$ cat src/hdl/assert_macros.svh
// assertion macros used by the rtl top level
// no dependencies
`ifndef ASSERT_MACROS_SVH
`define ASSERT_MACROS_SVH

// implication checked on every rising clock edge outside reset
`define ASSERT_IMPL(label, clk, rst_n, cond, msg) \
    label: assert property (@(posedge clk) disable iff (!rst_n) (cond)) else $error(msg);

// unconditional check that also holds during reset
`define ASSERT_ALWAYS(label, clk, cond, msg) \
    label: assert property (@(posedge clk) (cond)) else $error(msg);

`endif

$ cat src/hdl/d2i_pkg.sv
// package for the double to integer converter
// types and constants shared by the converter modules
`default_nettype none
package d2i_pkg;
    localparam int unsigned ExpW  = 11;
    localparam int unsigned MantW = 52;
    localparam logic [ExpW-1:0] ExpMax = 11'h7FF;
    localparam logic [1:0] W8 = 2'd0;
    localparam logic [1:0] W16 = 2'd1;
    localparam logic [1:0] W32 = 2'd2;
    localparam logic [1:0] W64 = 2'd3;

    typedef struct packed {
        logic [63:0] float_bits;
        logic        is_signed;
        logic [1:0]  width_code;
    } d2i_in_t;

    typedef struct packed {
        logic [63:0] int_bits;
        logic        in_range;
    } d2i_out_t;
endpackage
`default_nettype wire

$ cat src/hdl/d2i_convert.sv
// combinational conversion of one double to a saturated integer
// depends on d2i_pkg
`default_nettype none
module d2i_convert
    import d2i_pkg::*;
(
    input  wire d2i_in_t req,
    output d2i_out_t     res
);
    logic            neg;
    logic [ExpW-1:0] expo;
    logic [MantW-1:0] mant;
    logic [52:0]     sig;
    logic [64:0]     shl;
    logic [53:0]     shr;
    logic [64:0]     mag;
    logic            huge;
    logic            is_nan;
    logic [63:0]     half;
    logic [63:0]     umax;
    logic [5:0]      rs;

    always_comb
    begin
        neg    = req.float_bits[63];
        expo   = req.float_bits[62:52];
        mant   = req.float_bits[51:0];
        sig    = {1'b1, mant};
        is_nan = (expo == ExpMax) && (mant != '0);
        huge   = (expo == ExpMax) || (expo >= 11'd1087);
        rs     = 6'd0;
        shl    = '0;
        shr    = '0;
        mag    = '0;
        if (expo == '0 || huge)
        begin
            mag = '0;
        end
        else if (expo >= 11'd1075)
        begin
            shl = {12'd0, sig} << (expo - 11'd1075);
            mag = shl;
        end
        else if (expo >= 11'd1021)
        begin
            // bit 1 is the guard bit, round half away from zero
            rs  = 6'(11'd1075 - expo - 11'd1);
            shr = {sig, 1'b0} >> rs;
            mag = {13'd0, shr[53:2]} + {64'd0, shr[1]};
        end
        else
        begin
            mag = '0;
        end

        case (req.width_code)
            W8:      half = 64'h80;
            W16:     half = 64'h8000;
            W32:     half = 64'h8000_0000;
            default: half = 64'h8000_0000_0000_0000;
        endcase
        umax = {half[62:0], 1'b0} - 64'd1;

        if (is_nan)
        begin
            res.int_bits = '0;
            res.in_range = 1'b0;
        end
        else if (req.is_signed)
        begin
            if (!neg)
            begin
                if (huge || mag > {1'b0, half - 64'd1})
                begin
                    res.int_bits = half - 64'd1;
                    res.in_range = 1'b0;
                end
                else
                begin
                    res.int_bits = mag[63:0];
                    res.in_range = 1'b1;
                end
            end
            else if (huge || mag > {1'b0, half})
            begin
                res.int_bits = 64'd0 - half;
                res.in_range = 1'b0;
            end
            else
            begin
                res.int_bits = 64'd0 - mag[63:0];
                res.in_range = 1'b1;
            end
        end
        else if (neg)
        begin
            res.int_bits = '0;
            res.in_range = !huge && (mag == '0);
        end
        else if (huge || mag > {1'b0, umax})
        begin
            res.int_bits = umax;
            res.in_range = 1'b0;
        end
        else
        begin
            res.int_bits = mag[63:0];
            res.in_range = 1'b1;
        end
    end
endmodule
`default_nettype wire

$ cat src/hdl/double_to_int_round_saturate.sv
// channel  | dir | payload   | handshake
// in       | in  | d2i_in_t  | in_valid / in_stall
// out      | out | d2i_out_t | out_valid / out_stall
// one request per cycle while out_stall is low; input register, then result register
// the conversion is one pass of logic between the two registers
// reset clears both valid bits; payload registers are not reset
// a stalled result holds; the input stage keeps moving while the result slot frees
// top level of the double to integer converter, depends on d2i_pkg and d2i_convert
`default_nettype none
`include "assert_macros.svh"
module double_to_int_round_saturate
    import d2i_pkg::*;
(
    input  wire logic     clk,
    input  wire logic     rst_n,
    input  wire logic     in_valid,
    output logic          in_stall,
    input  wire d2i_in_t  in_data,
    output logic          out_valid,
    input  wire logic     out_stall,
    output d2i_out_t      out_data
);
    logic     in_vld_reg, out_vld_reg;
    d2i_in_t  in_reg;
    d2i_out_t out_reg, conv_res;
    logic     adv_out, adv_in;

    d2i_convert u_conv (.req(in_reg), .res(conv_res));

    assign adv_out  = in_vld_reg && (!out_vld_reg || !out_stall);
    assign in_stall = in_vld_reg && !adv_out;
    assign adv_in   = in_valid && !in_stall;
    assign out_valid = out_vld_reg;
    assign out_data  = out_reg;

    always_ff @(posedge clk or negedge rst_n)
    begin
        if (!rst_n)
        begin
            in_vld_reg  <= 1'b0;
            out_vld_reg <= 1'b0;
        end
        else
        begin
            if (adv_in || adv_out)
                in_vld_reg <= adv_in;
            if (adv_out)
                out_vld_reg <= 1'b1;
            else if (!out_stall)
                out_vld_reg <= 1'b0;
        end
    end

    always_ff @(posedge clk)
    begin
        if (adv_in)
            in_reg <= in_data;
        if (adv_out)
            out_reg <= conv_res;
    end

    `ASSERT_IMPL(a_hold, clk, rst_n, (out_valid && out_stall) |=> out_valid && $stable(out_data), "stalled result changed")
    `ASSERT_IMPL(a_nan, clk, rst_n, (adv_out && in_reg.float_bits[62:52] == ExpMax && in_reg.float_bits[51:0] != '0) |=> (out_data.int_bits == '0 && !out_data.in_range), "nan not flagged")
    `ASSERT_ALWAYS(a_stall, clk, (!in_vld_reg) |-> !in_stall, "stall with empty input stage")
endmodule
`default_nettype wire

$ cat config.mk
export PLATFORM = sky130hd
export DESIGN_NAME = double_to_int_round_saturate
export DESIGN_NICKNAME = d
export VERILOG_FILES = /design/src/hdl/d2i_pkg.sv /design/src/hdl/d2i_convert.sv /design/src/hdl/double_to_int_round_saturate.sv
export VERILOG_INCLUDE_DIRS = /design/src /design/src/hdl
export SDC_FILE = /design/constraint.sdc
export NUM_CORES = 1
export LEC_CHECK = 0
export ABC_AREA = 1
export BUFFER_PORTS_ARGS = -buffer_cell sky130_fd_sc_hd__clkbuf_2
export CORE_ASPECT_RATIO = 1.25
export CORE_MARGIN = 2
export CORE_UTILIZATION = 45
export CTS_BUF_LIST = sky130_fd_sc_hd__clkbuf_4 sky130_fd_sc_hd__clkbuf_8
export CTS_CLUSTER_SIZE = 12
export DETAILED_ROUTE_END_ITERATION = 16
export PLACE_DENSITY = 0.66
export SYNTH_ARGS = -nofsm -noshare
export SYNTH_HDL_FRONTEND = slang
export SYNTH_SLANG_ARGS = --single-unit
$ cat constraint.sdc
create_clock -name clk -period 11.9 [get_ports clk]
set_input_delay 2.38 -clock clk [delete_from_list [all_inputs] [get_ports clk]]
set_output_delay 2.38 -clock clk [all_outputs]
set_load 0.005 [all_outputs]
### After elaboration in Yosys (flattened, before gate mapping)

Index checks and enable logic that the tools add are counted.

* flip-flop bits (word level): 134
* input bits: 71
* output and inout port bits: 67
* logic and storage cells: 60

* $add $sub $neg: 8
* magnitude comparators: 6
* eq/ne operators: 4
* shift operators: 2
* multiplexer cells: 12
* reduce and logical (&&, ||, !) cells: 21

Operators with widths (count)
* 65-bit two-way mux: 9
* 65-bit by 64-bit greater-than comparator with 1-bit output: 3
* 64-bit case mux with 3 select lines: 1
* 1-bit by 64-bit subtractor with 64-bit output, first input constant: 2
* 64-bit by 1-bit subtractor with 64-bit output, second input constant: 2
* 65-bit logical NOT: 1
* 53-bit by 11-bit << shifter with 65-bit output: 1
* 54-bit by 6-bit right shift with 54-bit output: 1
* 52-bit by 1-bit adder with 53-bit output: 1
* 52-bit nonzero test: 1
* 11-bit greater-or-equal comparator, second input constant: 2
* 11-bit equality test, second input constant: 1
* 11-bit by 10-bit greater-or-equal comparator with 1-bit output, second input constant: 1
* 11-bit logical NOT: 1
* 11-bit subtractor, second input constant: 1
* 1-bit logical OR: 7
* 6-bit by 1-bit subtractor with 6-bit output, second input constant: 1
* 6-bit subtractor, first input constant: 1
* 1-bit logical AND: 5
* 1-bit logical NOT: 5
* 2-bit by 1-bit equality test with 1-bit output, second input constant: 1
* 2-bit equality test, second input constant: 1
* 2-bit logical NOT: 1
* 1-bit two-way mux: 2
* 2-bit by 1-bit != test with 1-bit output, second input constant: 1

### Logic depth before layout (Yosys ltp)

* depth in word-level cells: 12
* mapped depth: 53
* gate-level depth less buffers: 48

### Modules after synthesis

From an unflattened synthesis, not the netlist that was laid out.

* cells, all modules: 4064
* area total of the unflattened synthesis: 22405.2 um^2

By module, submodules not included
* d2i_convert: instances 1, cells an instance 3920, area an instance 18346.3 um^2, seq. area each 0.0 um^2
* double_to_int_round_saturate: instances 1, cells an instance 144, area an instance 4058.9 um^2, seq. area each 4013.8 um^2

### Least setup slack after synthesis

OpenSTA, ideal clock, no wires.

* kind: register -> register
* from: reg in_reg[55] (netlist name)
* to: reg out_reg, in the netlist out_data[27], data pin
* setup time: 0.266 ns
* arrival time: 6.670 ns
* required time: 11.634 ns
* path slack: 4.964 ns
* stages on the path, launching flop included: 48
* buffers on the path: 7
* period minus slack after synthesis: 6.936 ns
* cell sequence: edfxtp_1 buf_4 inv_4 buf_2 ha_1 buf_2 inv_2 clkbuf_1 nor2_1 a31oi_1 nand2_1 o21ai_0 o211ai_1 a31oi_1 ha_1 nand3_1 inv_2 nand2_2 [... 12 more ...] nand2_1 nor3_2 nand3_2 a21oi_4 buf_2 buf_2 buf_2 nand2_1 ha_1 nand3_2 inv_2 nand2_1 nor2_4 xnor2_1 nand2_1 nand2_1 a21oi_1 nor2_1

* cells in the longest elaborated chain, start to end: 12
* elaborated cells between the ends (all ways): 30
* classes of those cells: 5 x add/sub; 6 x order compare; 1 x eq/ne; 2 x shift; 9 x mux; 7 x reduce/logical

Ends and longest elaborated chain
* start: declaration: line double_to_int_round_saturate.sv:24 `d2i_in_t in_reg;`
* start signal: assignment: line double_to_int_round_saturate.sv:57 `in_reg <= in_data;`
* 6-bit subtractor: line d2i_convert.sv:47 `rs = 6'(11'd1075 - expo - 11'd1);`
* 6-bit by 1-bit subtractor with 6-bit output: line d2i_convert.sv:47
* 54-bit by 6-bit right shift with 54-bit output: line d2i_convert.sv:48 `shr = {sig, 1'b0} >> rs;`
* 52-bit by 1-bit adder with 53-bit output: line d2i_convert.sv:49 `mag = {13'd0, shr[53:2]} + {64'd0, shr[1]};`
* 65-bit two-way mux: line d2i_convert.sv:44 `else if (expo >= 11'd1021)`
* 65-bit two-way mux: line d2i_convert.sv:39 `else if (expo >= 11'd1075)`
* 65-bit two-way mux: line d2i_convert.sv:35 `if (expo == '0 || huge)`
* 65-bit by 64-bit greater-than comparator with 1-bit output, on equally long branches: line d2i_convert.sv:100, d2i_convert.sv:73, d2i_convert.sv:84
* 1-bit logical OR, on equally long branches: line d2i_convert.sv:100, d2i_convert.sv:73, d2i_convert.sv:84
* 65-bit two-way mux, on equally long branches: line d2i_convert.sv:100, d2i_convert.sv:73, d2i_convert.sv:84
* 65-bit two-way mux, on equally long branches: line d2i_convert.sv:95, d2i_convert.sv:71
* 65-bit two-way mux: line d2i_convert.sv:69 `else if (req.is_signed)`
* end signal: assignment: line double_to_int_round_saturate.sv:59 `out_reg <= conv_res;`
* end: declaration: line double_to_int_round_saturate.sv:25 `d2i_out_t out_reg, conv_res;`

Parallel ways exist; a longest one is shown, timed or not.
A chain may end at the register's enable or synchronous reset.

### Worst setup path after layout

* from: reg in_reg[55] (netlist name)
* to: reg out_reg, in the netlist out_data[8], data pin

Same word-level chain as after synthesis.

==> impl_summary.txt <==
----------------------------------------------------
[Routing]
  Overall routed net length ... 98700 um
  Initial DRT Pass Iterations ... 9
  Final ANT Viol Nets ... 0
  Total via count after detailed routing ... roughly 27000
  Initial drt markers ... between 3000 and 4000
  Residual DRC count ... 0
  Post-DR vias/cell ... ~6.0
  Routed wire per std cell ... 22.4 um

[Timing]
  Number of hold-slack violations in the final timing report ... 0
  Post-route worst hold slack ... between 0.5 and 0.6 ns
  Finish-stage setup viols ... 0
  Total Neg Setup Slack ... 0 ns
  Final Max Slew Viols ... 0
  Actual slew at the worst max-slew pin ... approximately 1.2 ns
  Share of the clock period used by the worst path ... 0.822
  Highest achievable clock rate ... about 0.10 GHz
  Worst slew margin relative to its limit ... 0.188
  Clock tree skew after final layout ... 0.0306 ns
  Setup repair after global routing missed its margin ... false
  Crit path time final ... between 9 and 10 ns

[Clock tree]
  Number of buffers inserted to repair setup after CTS ... 0
  Post-cts resize count ... 0
  Clock-pin slew reported for the worst setup and hold paths after clock tree synthesis ... ~0.10 ns
  Hold_buf cts ... 0
  Cell at the root of the clock tree ... sky130_fd_sc_hd__clkbuf_8
  Skew-Pair Late Insertion Delay ... around 0.58 ns
  TritonCTS clock tree ... done
  Clock buffer count from CTS ... 17
  Number of buffers on the longest clock path ... 2
  Number of levels in the clock H-tree ... 4
  Number of sinks on the clock net ... roughly 130

[GRT]
  Number of global-route vias before repair ... ~24000
  Wire length of the first global-routing pass ... 146000 um
  Initial antenna violation count ... 3
  Pin count of the biggest net entering global routing ... 70
  Global-route total usage across every layer ... 0.402
  Grt total ovfl ... 0

[Hold path]
  Worst min-delay path class ... reg2reg
  Hold path endpoint ... out_valid
  Launch point of the worst hold path ... in_vld_reg
  Number of cells traversed by the worst hold path ... 2

[Yosys]
  Seq cells post-synth ... 134
  Distinct cell type count after synthesis ... 61
  Gate count after technology mapping ... ~3700
  Compound-cell area share of the yosys netlist ... 0.135
  Adder-cell share of the synthesized area ... 0.0431
  Per-instance average area after synthesis ... between 5 and 6 um2
  Sequential-to-total area share from yosys stat ... 0.189
  Simple-Gate Fraction of Synth Area ... 0.523
  Dominant combinational cell family by area after synthesis ... simple AND/OR/NAND/NOR gates
  Mapped Area ... roughly 21000 um2
  Number of enable-type register cells in the synthesized netlist ... between 100 and 150
  Share of synthesized area spent on multiplexers ... 0.00283
  Share of the synthesized netlist area taken by xor and xnor gates ... 0.00502
  Top flip-flop cell by instance count after synthesis ... sky130_fd_sc_hd__edfxtp_1
  Synthesis Warnings ... 0
  Synth async-reset ratio ... 0.0149
  Syn nets ... slightly below 4000

[Die]
  Area of the placeable core ... about 46000 um2
  Top Ports ... around 140
  Number of placement rows ... slightly below 90
  Initial Utilization ... 0.457
  Die outline width ... between 150 and 200 um
  Die span in y ... between 200 and 250 um
  Total die area ... ~50000 um2

[Worst setup path]
  Kind of end point of the critical path ... register
  Worst setup path class ... reg2reg
  Crit path required time ... 12.28 ns
  Max stage delay on crit path ... between 0.6 and 0.7 ns
  Largest delay contributor family on the critical path ... simple AND/OR/NAND/NOR gates
  Startpoint of the worst register-to-register path ... in_reg[55]
  Critical path's most frequent cell ... sky130_fd_sc_hd__nand2_1
  Worst setup SP type ... register
  Worst path arrival time ... 10.16 ns
  Flop-to-flop setup slack ... roughly 2.1 ns
  Largest fanout on the critical path ... 69
  Slowest stage cell, crit path ... sky130_fd_sc_hd__buf_4
  WP buf/inv ... 6
  Capture point of the worst reg-to-reg path ... out_data[8]
  Depth of the worst register-to-register path ... 41

[Cells and area]
  Design Area, Final ... about 22000 um2
  Net total in the final layout ... 3902
  Layout cells sized above 1 ... 0.103
  Commonest non-fill, non-tap cell in the layout ... sky130_fd_sc_hd__nand2_1
  Area growth from synthesis to layout ... 6.14%
  Fill cell instance count of the final layout ... 5185
  Max reg flops ... between 60 and 70
  Post-Route Utilization ... 0.485
  Commonest non-fill, non-tap cells in the layout ... sky130_fd_sc_hd__nand2_1, sky130_fd_sc_hd__nand3_1, sky130_fd_sc_hd__nor2_1

[Place]
  DPL Wire Length ... roughly 78000 um
  Number of input and output port buffers inserted ... between 100 and 150
  Area after detailed placement ... between 20000 and 25000 um2
  Gp weighted congestion ... approximately 1.1

[Pwr]
  Leakage power of the design ... 0.0111 uW
  Power density relative to cell area ... between 100 and 150 nW/um2
  Worst vdd rail ir drop ... 96.5 uV

[Job]
  # Max-Cap Violations ... 0

[Run status]
  Status ... completed

----------------------------------------------------
[tightest hold or removal path: stages, from the launching register on]
cell                      delay [ns]
sky130_fd_sc_hd__dfrtp_1        0.34
sky130_fd_sc_hd__inv_1          0.08
sky130_fd_sc_hd__nand2_1        0.07
[worst max-delay path by stage]
stage                    start            to  slack [ns]  depth (start not counted)
finish              in_reg[55]   out_data[8]        2.12                         41
global route        in_reg[55]  out_data[63]        1.42                         41
CTS                 in_reg[55]  out_data[45]        2.39                         39
detailed placement  in_reg[55]  out_data[45]        2.43                         42
global placement    in_reg[55]  out_data[45]        2.54                         39
floorplan           in_reg[55]  out_data[27]        4.96                         47
[Yosys cell counts, drive strengths merged (7+ instances only)]
library cell	instances	area share
ha	73	0.043
inv	319	0.057
o21bai	7	0.0025
nor2	422	0.085
buf	104	0.030
a31oi	17	0.0050
nand4	70	0.021
nand3b	9	0.0032
nor3	31	0.0087
nor4	20	0.0059
a21oi	190	0.046
edfxtp	132	0.19
o21ai	215	0.051
nand3	689	0.17
clkbuf	79	0.014
o211ai	46	0.018
nand2	1259	0.23
[per-stage QoR]
stage	total power, uW	instances	worst slack (ns)
final	3030	4402	2.12
after CTS	2970	4401	2.39
after global placement	2510	4369	2.54
after floorplan	1940	3749	4.96
after global routing	3220	4402	1.42
after detailed placement	2510	4369	2.43
[where the power goes]
group          internal (uW)  switching, uW
Sequential               599           25.6
Combinational            511           1440
Clock                    198            255
Total                   1310           1720
[cell type report]
class / instances / area, um2 / area share
antenna: 1 / 2.50 / 0.000111
clock buffer: 17 / 234 / 0.0104
clock inverter: 15 / 201 / 0.00896
inverter: 325 / 1230 / 0.0546
multi-input combinational: 3107 / 15100 / 0.670
sequential: 134 / 4010 / 0.178
tap: 630 / 788 / 0.0351
timing repair buffer: 173 / 956 / 0.0425
[kinds of logic (layout without fill, tap and decap cells)]
group / count (synthesis) / in the layout
adders and majority gates: 73 / 73
AOI/OAI and AO/OA: 506 / 506
other: 0 / 1
muxes: 6 / 6
and+or+nand+nor: 2512 / 2512
DFF: 134 / 134
buffers and inverters: 508 / 530
xor gates and xnor gates: 10 / 10
[metal layers]
layer / GRT usage / vias up / wire [um]
li1: - / 12600 / -
met1: 0.444 / 12000 / 35100
met2: 0.643 / 1521 / 44400
met3: 0.0687 / 467 / 7650
met4: 0.403 / 4 / 11400
met5: 0 / - / 31
(Power assumes the default switching activity.)
